`src/sv/overwrite_ring_buffer_drain_core_assert.svh`:
```
// assertion macros for the overwrite ring buffer drain rtl
// expects clk_i and rst_ni in the scope of each use
`ifndef OVERWRITE_RING_BUFFER_DRAIN_CORE_ASSERT_SVH
`define OVERWRITE_RING_BUFFER_DRAIN_CORE_ASSERT_SVH

// same-cycle implication
`define ORBD_ASSERT_IMP(lbl, ante, cons, msg) \
  lbl: assert property (@(posedge clk_i) disable iff (!rst_ni) (ante) |-> (cons)) \
    else $error(msg);

// next-cycle implication
`define ORBD_ASSERT_NXT(lbl, ante, cons, msg) \
  lbl: assert property (@(posedge clk_i) disable iff (!rst_ni) (ante) |=> (cons)) \
    else $error(msg);

`endif

```
`src/sv/orbd_pkg.sv`:
```
// shared types and constants for the overwrite ring buffer drain core
// no dependencies
`default_nettype none

package orbd_pkg;

  localparam int DEPTH_DEF      = 32;
  localparam int WORD_WIDTH_DEF = 32;

  localparam int CAP_W   = 6;
  localparam int VAL_W   = 32;
  localparam int TOT_W   = 16;
  localparam int APB_AW  = 3;
  localparam int APB_DW  = 32;

  localparam logic [CAP_W-1:0] CAP_RESET = 6'd32;
  localparam logic [TOT_W-1:0] TOT_MAX   = 16'hFFFF;

  localparam logic [APB_AW-3:0] REG_CAPACITY = 1'b0;

  localparam logic MODE_WRITE = 1'b0;
  localparam logic MODE_DRAIN = 1'b1;

  typedef enum logic [1:0] {
    KIND_WR_OK  = 2'd0,
    KIND_WR_REJ = 2'd1,
    KIND_ENTRY  = 2'd2,
    KIND_EMPTY  = 2'd3
  } kind_e;

  typedef struct packed {
    logic             mode;
    logic [VAL_W-1:0] write_value;
  } in_item_t;

  typedef struct packed {
    kind_e            result_kind;
    logic [VAL_W-1:0] entry_value;
    logic [TOT_W-1:0] total_written;
    logic             last_of_run;
  } out_item_t;

  typedef struct packed {
    logic wr_en;
    logic emit_wr;
    logic emit_empty;
    logic drain_start;
    logic rd_next;
    logic emit_entry;
    logic clear;
  } ctrl_cmd_t;

  typedef struct packed {
    logic word_zero;
    logic drain_none;
    logic last_entry;
    logic out_free;
  } dp_status_t;

endpackage

`default_nettype wire

```
`src/sv/orbd_ctrl.sv`:
```
// controller state machine for the overwrite ring buffer drain core
// depends on orbd_pkg
`default_nettype none

module orbd_ctrl import orbd_pkg::*; (
  input  wire logic       clk_i,
  input  wire logic       rst_ni,
  input  wire logic       in_valid_i,
  input  wire logic       in_mode_i,
  input  wire dp_status_t sts_i,
  output logic            in_stall_o,
  output ctrl_cmd_t       cmd_o
);

  typedef enum logic {
    S_IDLE,
    S_DRAIN
  } state_e;

  state_e state_q, state_d;
  logic   accept;

  assign in_stall_o = !((state_q == S_IDLE) && sts_i.out_free);
  assign accept     = in_valid_i && !in_stall_o;

  always_comb begin
    cmd_o   = '0;
    state_d = state_q;
    case (state_q)
      S_IDLE: begin
        if (accept) begin
          if (in_mode_i == MODE_WRITE) begin
            cmd_o.emit_wr = 1'b1;
            cmd_o.wr_en   = !sts_i.word_zero;
          end else if (sts_i.drain_none) begin
            cmd_o.emit_empty = 1'b1;
            cmd_o.clear      = 1'b1;
          end else begin
            cmd_o.drain_start = 1'b1;
            state_d           = S_DRAIN;
          end
        end
      end
      S_DRAIN: begin
        if (sts_i.out_free) begin
          cmd_o.emit_entry = 1'b1;
          if (sts_i.last_entry) begin
            cmd_o.clear = 1'b1;
            state_d     = S_IDLE;
          end else begin
            cmd_o.rd_next = 1'b1;
          end
        end
      end
      default: begin
        state_d = S_IDLE;
      end
    endcase
  end

  always_ff @(posedge clk_i or negedge rst_ni) begin
    if (!rst_ni) begin
      state_q <= S_IDLE;
    end else begin
      state_q <= state_d;
    end
  end

endmodule

`default_nettype wire

```
`src/sv/orbd_dpath.sv`:
```
// datapath: entry memory, write slot, write count, drain walk and output register
// depends on orbd_pkg and overwrite_ring_buffer_drain_core_assert.svh
`default_nettype none
`include "overwrite_ring_buffer_drain_core_assert.svh"

module orbd_dpath import orbd_pkg::*; #(
  parameter int DEPTH      = DEPTH_DEF,
  parameter int WORD_WIDTH = WORD_WIDTH_DEF
) (
  input  wire logic             clk_i,
  input  wire logic             rst_ni,
  input  wire logic [CAP_W-1:0] capacity_i,
  input  wire in_item_t         in_data_i,
  input  wire ctrl_cmd_t        cmd_i,
  input  wire logic             out_stall_i,
  output dp_status_t            sts_o,
  output logic                  out_valid_o,
  output out_item_t             out_data_o
);

  localparam int AW    = (DEPTH > 1) ? $clog2(DEPTH) : 1;
  localparam int CW    = $clog2(DEPTH + 1);
  localparam int CMP_W = CAP_W + 1;

  logic [WORD_WIDTH-1:0] mem_q [DEPTH];
  logic [DEPTH-1:0]      wbits_q;
  logic [AW-1:0]         slot_q;
  logic [TOT_W-1:0]      count_q;
  logic [AW-1:0]         idx_q;
  logic [CW-1:0]         rem_q;
  logic [WORD_WIDTH-1:0] rd_q;
  logic                  rd_ok_q;
  logic                  out_valid_q;
  out_item_t             out_data_q;

  logic [CMP_W-1:0]      cap_ext;
  logic [CW-1:0]         cap_eff;
  logic [AW-1:0]         slot_eff;
  logic [CW-1:0]         slot_inc;
  logic [AW-1:0]         slot_nxt;
  logic                  fits;
  logic [CW-1:0]         n_entries;
  logic [AW-1:0]         start_idx;
  logic [CW-1:0]         idx_inc;
  logic [AW-1:0]         idx_nxt;
  logic [AW-1:0]         rd_addr;
  logic [63:0]           in_wide;
  logic [WORD_WIDTH-1:0] word;
  logic [63:0]           rd_wide;
  logic                  out_free;

  // effective capacity: zero acts as one, above depth acts as depth
  assign cap_ext = CMP_W'(capacity_i);
  always_comb begin
    if (capacity_i == '0) begin
      cap_eff = CW'(1);
    end else if (cap_ext > CMP_W'(DEPTH)) begin
      cap_eff = CW'(DEPTH);
    end else begin
      cap_eff = cap_ext[CW-1:0];
    end
  end

  assign slot_eff = (CW'(slot_q) >= cap_eff) ? '0 : slot_q;
  assign slot_inc = CW'(slot_eff) + CW'(1);
  assign slot_nxt = (slot_inc >= cap_eff) ? '0 : slot_inc[AW-1:0];

  assign fits      = (count_q <= TOT_W'(cap_eff));
  assign n_entries = fits ? count_q[CW-1:0] : cap_eff;
  assign start_idx = fits ? '0 : slot_eff;

  assign idx_inc = CW'(idx_q) + CW'(1);
  assign idx_nxt = (idx_inc >= cap_eff) ? '0 : idx_inc[AW-1:0];
  assign rd_addr = cmd_i.drain_start ? start_idx : idx_nxt;

  assign in_wide = 64'(in_data_i.write_value);
  assign word    = in_wide[WORD_WIDTH-1:0];
  assign rd_wide = 64'(rd_q);

  assign out_free = !out_valid_q || !out_stall_i;

  assign sts_o.word_zero  = (word == '0);
  assign sts_o.drain_none = (n_entries == '0);
  assign sts_o.last_entry = (rem_q == CW'(1));
  assign sts_o.out_free   = out_free;

  // entry memory, one write port and one registered read port
  always_ff @(posedge clk_i) begin
    if (cmd_i.wr_en) begin
      mem_q[slot_eff] <= word;
    end
    if (cmd_i.drain_start || cmd_i.rd_next) begin
      rd_q    <= mem_q[rd_addr];
      rd_ok_q <= wbits_q[rd_addr];
    end
  end

  always_ff @(posedge clk_i or negedge rst_ni) begin
    if (!rst_ni) begin
      wbits_q <= '0;
      slot_q  <= '0;
      count_q <= '0;
      idx_q   <= '0;
      rem_q   <= '0;
    end else begin
      if (cmd_i.clear) begin
        wbits_q <= '0;
        slot_q  <= '0;
        count_q <= '0;
      end else if (cmd_i.wr_en) begin
        wbits_q[slot_eff] <= 1'b1;
        slot_q            <= slot_nxt;
        if (count_q != TOT_MAX) begin
          count_q <= count_q + TOT_W'(1);
        end
      end
      if (cmd_i.drain_start) begin
        idx_q <= start_idx;
        rem_q <= n_entries;
      end else begin
        if (cmd_i.rd_next) begin
          idx_q <= idx_nxt;
        end
        if (cmd_i.emit_entry) begin
          rem_q <= rem_q - CW'(1);
        end
      end
    end
  end

  // output register
  always_ff @(posedge clk_i or negedge rst_ni) begin
    if (!rst_ni) begin
      out_valid_q <= 1'b0;
    end else if (cmd_i.emit_wr || cmd_i.emit_empty || cmd_i.emit_entry) begin
      out_valid_q <= 1'b1;
    end else if (!out_stall_i) begin
      out_valid_q <= 1'b0;
    end
  end

  always_ff @(posedge clk_i) begin
    if (cmd_i.emit_wr) begin
      out_data_q.result_kind   <= sts_o.word_zero ? KIND_WR_REJ : KIND_WR_OK;
      out_data_q.entry_value   <= '0;
      out_data_q.total_written <= '0;
      out_data_q.last_of_run   <= 1'b1;
    end else if (cmd_i.emit_empty) begin
      out_data_q.result_kind   <= KIND_EMPTY;
      out_data_q.entry_value   <= '0;
      out_data_q.total_written <= count_q;
      out_data_q.last_of_run   <= 1'b1;
    end else if (cmd_i.emit_entry) begin
      out_data_q.result_kind   <= KIND_ENTRY;
      out_data_q.entry_value   <= rd_ok_q ? rd_wide[VAL_W-1:0] : '0;
      out_data_q.total_written <= count_q;
      out_data_q.last_of_run   <= sts_o.last_entry;
    end
  end

  assign out_valid_o = out_valid_q;
  assign out_data_o  = out_data_q;

  `ORBD_ASSERT_IMP(a_emit_has_entry, cmd_i.emit_entry, rem_q != '0,
    "drain emitted an entry with none remaining")
  `ORBD_ASSERT_NXT(a_clear_empties, cmd_i.clear, (count_q == '0) && (wbits_q == '0),
    "buffer not empty after drain")
  `ORBD_ASSERT_IMP(a_emit_when_free, cmd_i.emit_wr || cmd_i.emit_empty || cmd_i.emit_entry,
    out_free, "result loaded over a pending transaction")
  `ORBD_ASSERT_NXT(a_write_marks, cmd_i.wr_en, (wbits_q != '0) && (count_q != '0),
    "write left no mark in the buffer")

endmodule

`default_nettype wire

```
`src/sv/overwrite_ring_buffer_drain_core.sv`:
```
// Overwriting history buffer of nonzero words. A write transaction (mode 0)
// stores its word at the next slot, wrapping at the configured capacity, and
// gives one result; zero words are rejected. Writes are accepted in
// consecutive cycles while the output is not stalled. A drain
// transaction (mode 1) returns the kept entries oldest first with the write
// count and then empties the buffer: the oldest entry is first read from the
// entry memory, and each entry is then emitted from its registered read
// port while the next is read; an empty drain gives one result. Input is
// stalled while a drain is running. The capacity register (APB, offset 0,
// reset 32) may be written only while the block is idle.
// depends on orbd_pkg, orbd_ctrl and orbd_dpath
`default_nettype none

module overwrite_ring_buffer_drain_core import orbd_pkg::*; #(
  parameter int DEPTH      = DEPTH_DEF,
  parameter int WORD_WIDTH = WORD_WIDTH_DEF
) (
  input  wire logic              clk_i,
  input  wire logic              rst_ni,
  input  wire logic              in_valid_i,
  output logic                   in_stall_o,
  input  wire in_item_t          in_data_i,
  output logic                   out_valid_o,
  input  wire logic              out_stall_i,
  output out_item_t              out_data_o,
  input  wire logic              psel,
  input  wire logic              penable,
  input  wire logic              pwrite,
  input  wire logic [APB_AW-1:0] paddr,
  input  wire logic [APB_DW-1:0] pwdata,
  output logic [APB_DW-1:0]      prdata,
  output logic                   pready
);

  logic [CAP_W-1:0] capacity_q;
  logic             reg_sel;
  ctrl_cmd_t        cmd;
  dp_status_t       sts;

  assign pready  = 1'b1;
  assign reg_sel = (paddr[APB_AW-1:2] == REG_CAPACITY);
  assign prdata  = reg_sel ? APB_DW'(capacity_q) : '0;

  always_ff @(posedge clk_i or negedge rst_ni) begin
    if (!rst_ni) begin
      capacity_q <= CAP_RESET;
    end else if (psel && penable && pwrite && pready && reg_sel) begin
      capacity_q <= pwdata[CAP_W-1:0];
    end
  end

  orbd_ctrl u_ctrl (
    .clk_i      (clk_i),
    .rst_ni     (rst_ni),
    .in_valid_i (in_valid_i),
    .in_mode_i  (in_data_i.mode),
    .sts_i      (sts),
    .in_stall_o (in_stall_o),
    .cmd_o      (cmd)
  );

  orbd_dpath #(
    .DEPTH      (DEPTH),
    .WORD_WIDTH (WORD_WIDTH)
  ) u_dpath (
    .clk_i       (clk_i),
    .rst_ni      (rst_ni),
    .capacity_i  (capacity_q),
    .in_data_i   (in_data_i),
    .cmd_i       (cmd),
    .out_stall_i (out_stall_i),
    .sts_o       (sts),
    .out_valid_o (out_valid_o),
    .out_data_o  (out_data_o)
  );

endmodule

`default_nettype wire

```
`config.mk`:
```
export PLATFORM = sky130hd
export DESIGN_NAME = overwrite_ring_buffer_drain_core
export DESIGN_NICKNAME = d
export VERILOG_FILES = /design/src/sv/orbd_pkg.sv /design/src/sv/orbd_ctrl.sv /design/src/sv/orbd_dpath.sv /design/src/sv/overwrite_ring_buffer_drain_core.sv
export VERILOG_INCLUDE_DIRS = /design/src /design/src/sv
export SDC_FILE = /design/constraint.sdc
export NUM_CORES = 1
export LEC_CHECK = 0
export ABC_CLOCK_PERIOD_IN_PS = 9000
export BUFFER_PORTS_ARGS = -buffer_cell sky130_fd_sc_hd__buf_4
export CAP_MARGIN = 10
export CORE_ASPECT_RATIO = 0.8
export CORE_MARGIN = 8
export CORE_UTILIZATION = 35
export DETAILED_ROUTE_END_ITERATION = 8
export HOLD_SLACK_MARGIN = 0.05
export PLACE_DENSITY = 0.54
export SLEW_MARGIN = 20
export SYNTH_ARGS = -nofsm -noshare
export SYNTH_HDL_FRONTEND = slang
export SYNTH_SLANG_ARGS = --single-unit
```
`constraint.sdc`:
```
create_clock -name clk_i -period 9 [get_ports clk_i]
set_input_delay 0.45 -clock clk_i [delete_from_list [all_inputs] [get_ports clk_i]]
set_output_delay 0.45 -clock clk_i [all_outputs]
set_load 0.05 [all_outputs]
```
Yosys cells after proc, flatten, opt, wreduce, memory -nomap -nowiden

Memories as Yosys holds them, arrays and structs flattened. A register that Yosys moved wholly into a read port is not among the register bits.
Index checks and enable logic that the tools add are counted.

Add/sub/neg operators: 4
Multiply operators: 0
Divide/modulo/power cells: 0
$lt $le $gt $ge: 8
Equal/unequal tests: 3
Shift operators: 0
Muxes and demuxes: 50
Bitwise logic cells: 3
Reductions and logical operators: 25

Operator list:

| kind                    | count |
|---|---|
| $mux W51                | 3 |
| $mux W32                | 3 |
| $mux W16                | 3 |
| $mux W5                 | 9 |
| $mux W6                 | 6 |
| $logic_not A32 Y1       | 1 |
| $or A32 B32 Y32         | 1 |
| $add A16 B1 Y16 const B | 1 |
| $le A16 B6 Y1           | 1 |
| $mux W1                 | 16 |
| $ne A16 B16 Y1 const B  | 1 |
| $add A5 B1 Y6 const B   | 2 |
| $ge A6 B6 Y1            | 2 |
| $logic_not A6 Y1        | 2 |
| $lt A5 B6 Y1 const B    | 2 |
| $reduce_bool A2 Y1      | 5 |
| $mux W4                 | 2 |
| $eq A6 B1 Y1 const B    | 1 |
| $ge A5 B6 Y1            | 1 |
| $gt A6 B6 Y1 const B    | 1 |
| $logic_and A1 B1 Y1     | 6 |
| $mux W2                 | 3 |
| $sub A6 B1 Y6 const B   | 1 |
| $bmux W1 S5             | 1 |
| 11 further kinds        | 19 |

Flip-flop bits (word level): 124
Latch bits: 0
Bits in writable memories: 1024
ROM bits: 0
Input bits: 75
Output and inout port bits: 86
Logic and storage cells: 107
Memories kept: 1

Memories:

| name          | depth | width | rd ports | clocked after Yosys merged registers in | write ports | RTL line         | source |
|---|---|---|---|---|---|---|---|
| u_dpath.mem_q | 32    | 32    | 1        | 1                                       | 1           | orbd_dpath.sv:25 | `logic [WORD_WIDTH-1:0] mem_q [DEPTH];` |

Longest topological paths before layout

Gate-level depths: netlist (run 1).

Depth after elaboration: 13
Depth in mapped cells: 21
Gate-level depth less buffers: 20

Cells and area by module

A second synthesis (run 1) with hierarchy kept.

Cell total of the unflattened synthesis: 3386
Area, all modules: 46548.4 um^2

Modules (own cells, without submodules):

| module                           | times used | cells an instance | area each (um^2) | seq. area each (um^2) |
|---|---|---|---|---|
| orbd_dpath                       | 1          | 3323              | 45895.3          | 34408.0 |
| overwrite_ring_buffer_drain_core | 1          | 48                | 505.5            | 151.4 |
| orbd_ctrl                        | 1          | 15                | 147.6            | 25.0 |

Least setup slack after synthesis (run 1)

No wires, ideal clock.

Kind: reg-to-reg
From: register capacity_q[4]
To: memory u_dpath.mem_q[11][0] (netlist bit) (enable)
Setup time: 0.505 ns
Arrival time: 5.697 ns
Required time: 8.495 ns
Setup slack: 2.798 ns
Stages on the path, launching flop included: 13
Path buffers: 1
Period minus slack after synthesis: 6.202 ns
Cell sequence: dfrtp_1 -> nor4_1 -> nor2_1 -> nor2_1 -> ha_1 -> nand2b_1 -> a31oi_1 -> o21ai_1 -> clkbuf_1 -> nor2b_1 -> ha_1 -> nand2_1 -> nor4_1

Word-level cells in the longest chain between the ends: 5
Elaborated cells on any way between the ends: 6
Classes of those cells: order compare: 2; mux: 3; reduce/logical: 1

RTL lines:

| element                | RTL line                               | source |
|---|---|---|
| start, declared        | overwrite_ring_buffer_drain_core.sv:35 | `logic [CAP_W-1:0] capacity_q;` |
| start signal, assigned | overwrite_ring_buffer_drain_core.sv:48 | `capacity_q <= pwdata[CAP_W-1:0];` |
| $gt A6 B6 Y1           | orbd_dpath.sv:57                       | `end else if (cap_ext > CMP_W'(DEPTH)) begin` |
| $mux W6                | orbd_dpath.sv:57                       |  |
| $mux W6 (*)            | orbd_dpath.sv:55                       | `if (capacity_i == '0) begin` |
| $ge A5 B6 Y1 (*)       | orbd_dpath.sv:64                       | `assign slot_eff = (CW'(slot_q) >= cap_eff) ? '0 : slot_q;` |
| $mux W5 (*)            | orbd_dpath.sv:64                       |  |
| end, declared          | orbd_dpath.sv:25                       |  |

Mark *: on every way between the ends. The rest lies on a longest branch, timed or not.

Final worst setup path (run 1)

From: register capacity_q[5]
To: register u_dpath.rd_q[12] (read register of u_dpath.mem_q) (data pin)

Word-level cells in the longest chain between the ends: 11
Elaborated cells on any way between the ends: 18
Classes of those cells: order compare: 4; mux: 11; reduce/logical: 3

RTL lines:

| element                                              | RTL line                           | source |
|---|---|---|
| $gt A6 B6 Y1                                         | orbd_dpath.sv:57                   |  |
| $mux W6                                              | orbd_dpath.sv:57                   |  |
| $mux W6 (*)                                          | orbd_dpath.sv:55                   |  |
| $le A16 B6 Y1                                        | orbd_dpath.sv:68                   | `assign fits = (count_q <= TOT_W'(cap_eff));` |
| $mux W6                                              | orbd_dpath.sv:69                   | `assign n_entries = fits ? count_q[CW-1:0] : cap_eff;` |
| $logic_not A6 Y1                                     | orbd_dpath.sv:83                   | `assign sts_o.drain_none = (n_entries == '0);` |
| $mux W1                                              | orbd_ctrl.sv:35                    | `end else if (sts_i.drain_none) begin` |
| $mux W2                                              | orbd_ctrl.sv:32                    | `if (in_mode_i == MODE_WRITE) begin` |
| $mux W4                                              | orbd_ctrl.sv:31                    | `if (accept) begin` |
| $mux W4                                              | orbd_ctrl.sv:29                    | `case (state_q)` |
| $mux W5 / $logic_or A1 B1 Y1 (equally long branches) | orbd_dpath.sv:74, orbd_dpath.sv:92 |  |
| end, declared                                        | orbd_dpath.sv:31                   | `logic [WORD_WIDTH-1:0] rd_q;` |

Marked as above.
A chain may end at the register's enable or synchronous reset.

==> results.json, run 1 <==
{
  "io_buffers": 105,
  "dpl.cell_count": 5064,
  "die_x_um": 426.1,
  "rsz0062_at_grt": "false",
  "die_area_um2": 146600,
  "final_common_cell": "edfxtp_1",
  "finClkSkew_ns": 0.03385,
  "worst_pin_slew_ns": 1.276,
  "pwr_density_cell_nw_per_um2": 375.2,
  "layout-drive-gt1-share_pct": 12.33,
  "wl_um": 133000,
  "grt_start_max_net_pins": 203,
  "hold_class": "in2reg",
  "final_nets": 3523,
  "overflow": 0,
  "clockPowerShare_pct": 23.3,
  "fin_tns_setup_ns": 0,
  "post-place-ws_ns": 3.298,
  "yosysTopAreaCellShare_pct": 67.53,
  "die_h_um": 344.1,
  "grt_usage_pct": 17.51,
  "yosysSeqAreaShare_pct": 73.44,
  "fin_cells": 5274,
  "fin_util_pct": 39.93,
  "syn_to_final_growth_pct": 13.31,
  "ys_dominant_reg_cell": "edfxtp_1",
  "peakVddDrop_v": 0.0008507,
  "gp_congestion": 0.7648,
  "timing.hold.ws_ns": 0.1386,
  "htreeDepth": 3,
  "end_kind": "flop",
  "vias": 28530,
  "yosys.area.top_type": "edfxtp_1",
  "min_from": "in_data_i[27]",
  "grt_pass1_wl_um": 189700,
  "start_util_pct": 35.24,
  "leakagePower_nw": 18.29,
  "holdPathStages": 1,
  "cts_tree": "done",
  "regToRegSetupSlack_ns": 3.20,
  "ys_types": 60,
  "fin_ws_ns": 3.198,
  "mostFrequentLayoutCells": "edfxtp_1, nand2_1, a21oi_1, buf_4, a22oi_1",
  "synth_seq_cells": 1180,
  "cts_sinks": 1180,
  "yosys_warnings": 0,
  "power_frac_comb_pct": 44.1,
  "ioPinCount": 161,
  "place.detailed.hpwl_um": 70820,
  "grt_pass1_vias": 26750,
  "p_switching_mw": 8.279,
  "crit_type": "reg2reg",
  "cp-start-kind": "flop",
  "wl_per_cell_um": 25.21,
  "syn_area_um2": 47090,
  "core_um2": 133600,
  "antenna_found_initial": 10,
  "fin_area_um2": 53360,
  "synth-async-reset-ratio_pct": 6.102,
  "pwr-share-seq_pct": 32.6,
  "hold_violations": 0,
  "ff2ff_path_depth": 13,
  "clock_latency_ns": 0.72,
  "avgSynthCellArea_um2": 14.08,
  "crit_arrival_ns": 6.23,
  "maxSlewHeadroom_pct": 14.96,
  "internal_power_mw": 11.74,
  "dpl-instance-area_um2": 49700,
  "setup_violations": 0,
  "power.total_mw": 20.02,
  "cp_max_fo": 20,
  "dr.pass1.iters": 5,
  "placementRows": 120,
  "drcViolationCount": 0,
  "status": "finished, final reports clean",
  "path_clk_slew_ns": 0.06,
  "r2r-start": "capacity_q[5]",
  "synth_edf_count": 1059,
  "timing.final.max_slew_violations": 0,
  "finalCritPeriodShare_pct": 64.46,
  "yosys-top-cells-area": "edfxtp_1, nand2_1, dfrtp_1, a21oi_1, mux2i_1",
  "p_sw_share_pct": 41.36,
  "syn_inst": 3345,
  "drtIter0Drc": 3149,
  "vias_per_cell": 5.409,
  "max-cap-violations": 0,
  "ant_nets": 0,
  "root_buffer": "clkbuf_16",
  "fmax_mhz": 172.4,
  "min_to": "u_dpath.mem_q[20][27]",
  "crit_required_ns": 9.43,
  "numCtsBuffers": 112,
  "clockBufferDepth": 3,
  "min_period_ns": 5.802,
  "post_cts_resized": 0,
  "r2r_end": "u_dpath.rd_q[12]"
}
area by class of cell:
type                    count  area, um2
inverters                  13      48.80
clock inverters            57      551.8
fillers                 12360      80270
repair buffers            182       1449
diodes                      2      5.005
flip-flops and latches   1180      34580
multi-input cells        1928      11490
clock buffers             143       3020
well taps                1769       2213
synthesized netlist by cell type, drive strengths merged (2+ instances only):
library cell and instances:
buf 161, nor2b 9, and2 3, a21o 3
o22ai 132, conb 2, inv 12, dfrtp 71
nor3 10, nor4 57, a21oi 323, or3 6
a32o 2, clkbuf 88, nand2 630, nor2 132
xnor2 10, nand2b 9, a211o 2, or2 3
nand4 9, o21a 8, o211ai 3, nand3 57
a22oi 135, a32oi 135, mux2i 133, nand4b 2
o21ai 31, mux2 6, o221ai 3, dfxtp 49
edfxtp 1059, xor2 8, ha 31
power groups by stage:
stage          combinational [mW]  clock (mW)  sequential (mW)
3_3_place_gp                 8.74           0             6.65
3_5_place_dp                 8.76           0             6.65
6_report                     8.83        4.66             6.54
2_1_floorplan                6.23           0             6.78
4_1_cts                      8.79        4.75             6.54
5_1_grt                      9.56        4.94             6.56
routing by layer:
layer / GRT usage [%] / share of wire, % / vias to the layer above / wire length [um]
met5: 0 / 0.023 / - / 31
met4: 3.909 / 1.9 / 4 / 2466
met1: 25.15 / 45 / 14430 / 59770
li1: - / - / 12860 / -
met3: 4.264 / 8.6 / 171 / 11400
met2: 26.93 / 45 / 1065 / 59290
cells by family after synthesis:
family          share of synthesized area [%]
compound gates                          10.75
xor+xnor                               0.3348
fa+ha+maj                              0.8236
buf+inv                                 3.042
flops                                   73.44
mux                                     2.970
other cells                           0.01595
simple gates                            8.627
what timing repair did:
item                                   in CTS  in global routing
setup buffers                               0                  0
endpoints found under the hold margin      78                  0
hold buffers                                8                  0
setup endpoints to repair                   0                  0
sequential cells by signal (all words and copies together) (netlist names):
| name | cells |
|---|---|
| u_dpath.count_q | 16 |
| u_dpath.rem_q | 6 |
| u_dpath.out_data_o | 51 |
| u_dpath.rd_ok_q | 1 |
| capacity_q | 6 |
| u_ctrl.state_q | 1 |
| u_dpath.idx_q | 5 |
| u_dpath.out_valid_o | 1 |
| u_dpath.mem_q | 1024 |
| u_dpath.slot_q | 5 |
| u_dpath.wbits_q | 32 |
| u_dpath.rd_q | 32 |
worst max-delay path: stages, from the launching register on:
cell       delay, ns
dfstp_2         0.55
clkinv_1        0.30
nand2_1         0.34
ha_1            0.31
nand4_1         0.13
nor2_1          0.06
o2111ai_1       0.37
nor3_1          0.17
nand2b_1        0.47
a32oi_1         0.70
nand3_2         0.94
buf_4           0.58
o22ai_1         0.42
nor4_2          0.15
worst max path at each step:
stage / cells past startpoint / startpoint / end / slack [ns]
3_3_place_gp: 13 / capacity_q[5] / u_dpath.rd_q[24] / 3.42
6_report: 13 / capacity_q[5] / u_dpath.rd_q[12] / 3.20
2_1_floorplan: 12 / capacity_q[4] / u_dpath.mem_q[11][0] / 2.80
4_1_cts: 13 / capacity_q[5] / u_dpath.rd_q[24] / 3.29
5_1_grt: 14 / capacity_q[4] / u_dpath.rd_q[24] / 2.88
3_5_place_dp: 13 / capacity_q[5] / u_dpath.rd_q[24] / 3.30
No activity file was read; power rests on OpenSTA's default activity.
==> inputs of run 2 (changes only) <==
Settings changed: ABC_AREA from default to 1, ABC_CLOCK_PERIOD_IN_PS 9000 to 6100.
Clock period 9 ns to 6.1 ns, I/O delays scaled along.
==> run 2 against run 1 <==
Net effect:
- design area increased by 13%
- fmax increased by 15%
- sequential cell count unchanged
- critical path depth increased by 16
- highest routed layer unchanged
==> results.json, run 2 <==
{
  "timing.final.max_slew_violations": 0,
  "gp_congestion": 0.8150,
  "maxSlewHeadroom_pct": 24.92,
  "pwr_density_cell_nw_per_um2": 575.5,
  "die_x_um": 451,
  "synth.most_common_cell": "nand3_1",
  "dpl.cell_count": 7255,
  "cts_sinks": 1180,
  "root_buffer": "clkbuf_16",
  "final_common_cell": "nand3_1",
  "syn_inst": 5323,
  "grt_start_max_net_pins": 90,
  "die_area_um2": 164200,
  "wl_per_cell_um": 21.34,
  "mostFrequentLayoutCells": "nand3_1, inv_1, nand2_1, edfxtp_1, buf_4",
  "yosys_warnings": 0,
  "antenna_found_initial": 10,
  "fillers": 14500,
  "yosysSeqAreaShare_pct": 65.27,
  "die_h_um": 364,
  "largest_register_ffs": 1024,
  "r2r-start": "capacity_q[2]",
  "grt_pass1_wl_um": 234800,
  "fin_util_pct": 40.10,
  "dr.pass1.iters": 8,
  "synth_edf_count": 1059,
  "clock_latency_ns": 0.75,
  "post-place-ws_ns": 1.208,
  "synth_common_cells": "nand3_1, inv_1, nand2_1",
  "power.total_mw": 34.65,
  "drtIter0Drc": 3958,
  "yosysTopAreaCellShare_pct": 60.02,
  "fin_cells": 7509,
  "layout-drive-gt1-share_pct": 8.025,
  "fin_ws_ns": 1.077,
  "top_register": "u_dpath.mem_q",
  "setup_violations": 0,
  "hold_class": "in2reg",
  "max-cap-violations": 0,
  "syn_area_um2": 52980,
  "peakVddDrop_v": 0.001318,
  "finalCritPeriodShare_pct": 82.35,
  "clockBufferDepth": 3,
  "core_um2": 150200,
  "cp-start-kind": "flop",
  "cp_max_fo": 77,
  "cp_common_cell": "nand2_1",
  "leakagePower_nw": 25.72,
  "grt_pass1_vias": 34270,
  "placementRows": 127,
  "hold_violations": 0,
  "htreeDepth": 3,
  "synth_seq_cells": 1180,
  "ant_nets": 0,
  "rsz0062_at_grt": "false",
  "numCtsBuffers": 117,
  "overflow": 0,
  "ioPinCount": 161,
  "final_nets": 5522,
  "ys_dominant_reg_cell": "edfxtp_1",
  "ys_types": 46,
  "vias_per_cell": 4.927,
  "status": "finished, final reports clean",
  "min_from": "pwrite",
  "crit_slowest_cell": "nand2_8",
  "crit_type": "reg2reg",
  "cp_slowest_stage_delay_ns": 0.46,
  "finClkSkew_ns": 0.05549,
  "avgSynthCellArea_um2": 9.954,
  "crit_required_ns": 6.59,
  "synth-async-reset-ratio_pct": 6.102,
  "wl_um": 160300,
  "io_buffers": 105,
  "start_util_pct": 35.28,
  "startpoint": "capacity_q[2]",
  "fin_tns_setup_ns": 0,
  "place.detailed.hpwl_um": 85930,
  "drcViolationCount": 0,
  "min_period_ns": 5.023,
  "vias": 37000,
  "yosys.area.top_type": "edfxtp_1",
  "syn_to_final_growth_pct": 13.64,
  "post_cts_resized": 0,
  "end_kind": "flop",
  "path_clk_slew_ns": 0.06,
  "yosys-top-cells-area": "edfxtp_1, nand3_1, inv_1, nand2_1, dfrtp_1",
  "fmax_mhz": 199.1,
  "cts_tree": "done",
  "worst_pin_slew_ns": 1.126,
  "grt_usage_pct": 19.05,
  "crit_arrival_ns": 5.51
}
==> run 2: cell types whose count changed after synthesis, sizes merged, moves of 127 or more <==
cell	change
mux2i	-133
nand2	+490
o22ai	-127
a32oi	-135
a22oi	-135
inv	+1137
a21oi	-266
nand3	+1158
==> run 2: per-layer routing <==
layer  wire (um)  part of all wire (%)  track usage [%]  vias to the layer above
met4        3131                   2.0            4.184                        4
met3       13910                   8.7            3.714                      203
met2       69390                    43            29.20                     1493
met1       73800                    46            28.05                    17930
li1            -                     -                -                    17370
met5          28                 0.017                0                        -
==> run 2: cell families (layout without fill, tap and decap cells) <==
kind of cell	Yosys count	count (layout)	share of synthesized area, %
XOR/XNOR	12	12	0.1984
AO/OA/AOI/OAI	116	116	1.214
flip-flops	1180	1180	65.27
AND/OR/NAND/NOR	2536	2536	21.22
buffers and inverters	1445	1605	11.33
other	2	29	0.01417
adder cells (fa/ha/maj)	31	31	0.7321
multiplexers	1	1	0.02125
==> run 2: layout make-up <==
class	count	area [um2]	area share, %
flip-flops and latches	1180	34580	57.44
multi-input cells	2723	12840	21.32
inverters	1149	4319	7.174
clock buffers	157	3138	5.212
well taps	1999	2501	4.154
repair buffers	245	2333	3.876
clock inverters	54	488.0	0.8105
diodes	2	5.005	0.008313
==> run 2: report_power, final <==
| group | leakage, nW | switching (mW) | internal [mW] |
|---|---|---|---|
| clock | 1.77 | 3.12 | 3.86 |
| combinational | 13.1 | 13.0 | 5.01 |
| sequential | 10.9 | 0.278 | 9.42 |
==> run 2: critical path, delay by kind of cell (launching register included) <==
family | cells | cell delay (ns)
buf+inv | 5 | 0.79
flops | 1 | 0.35
fa+ha+maj | 1 | 0.33
simple gates | 23 | 3.14
==> run 2: final timing paths <==
path                            cells past startpoint  slack (ns)                     end
min in group asynchronous                           2        0.19           capacity_q[2]
max in group asynchronous                           2        5.38     u_dpath.wbits_q[27]
worst max-delay path                               29        1.08         u_dpath.rd_q[8]
worst min register to register                      2        0.46  u_dpath.out_data_o[16]
worst min-delay path                                3        0.18           capacity_q[5]
worst max register to register                     29        1.08         u_dpath.rd_q[8]
==> run 2: timing repair <==
action / CTS / global route
setup buffers: 0 / 0
endpoints found under the hold margin: 1081 / 0
hold buffers: 41 / 0
==> run 2: stage by stage <==
step                      cell area (um2)  hold slack [ns]
after CTS                           60200           0.1161
after floorplan                     53080         0.009409
after global placement              56160           0.4452
after detailed placement            56160           0.4467
final                               60210           0.1846
after global routing                60200           0.1989
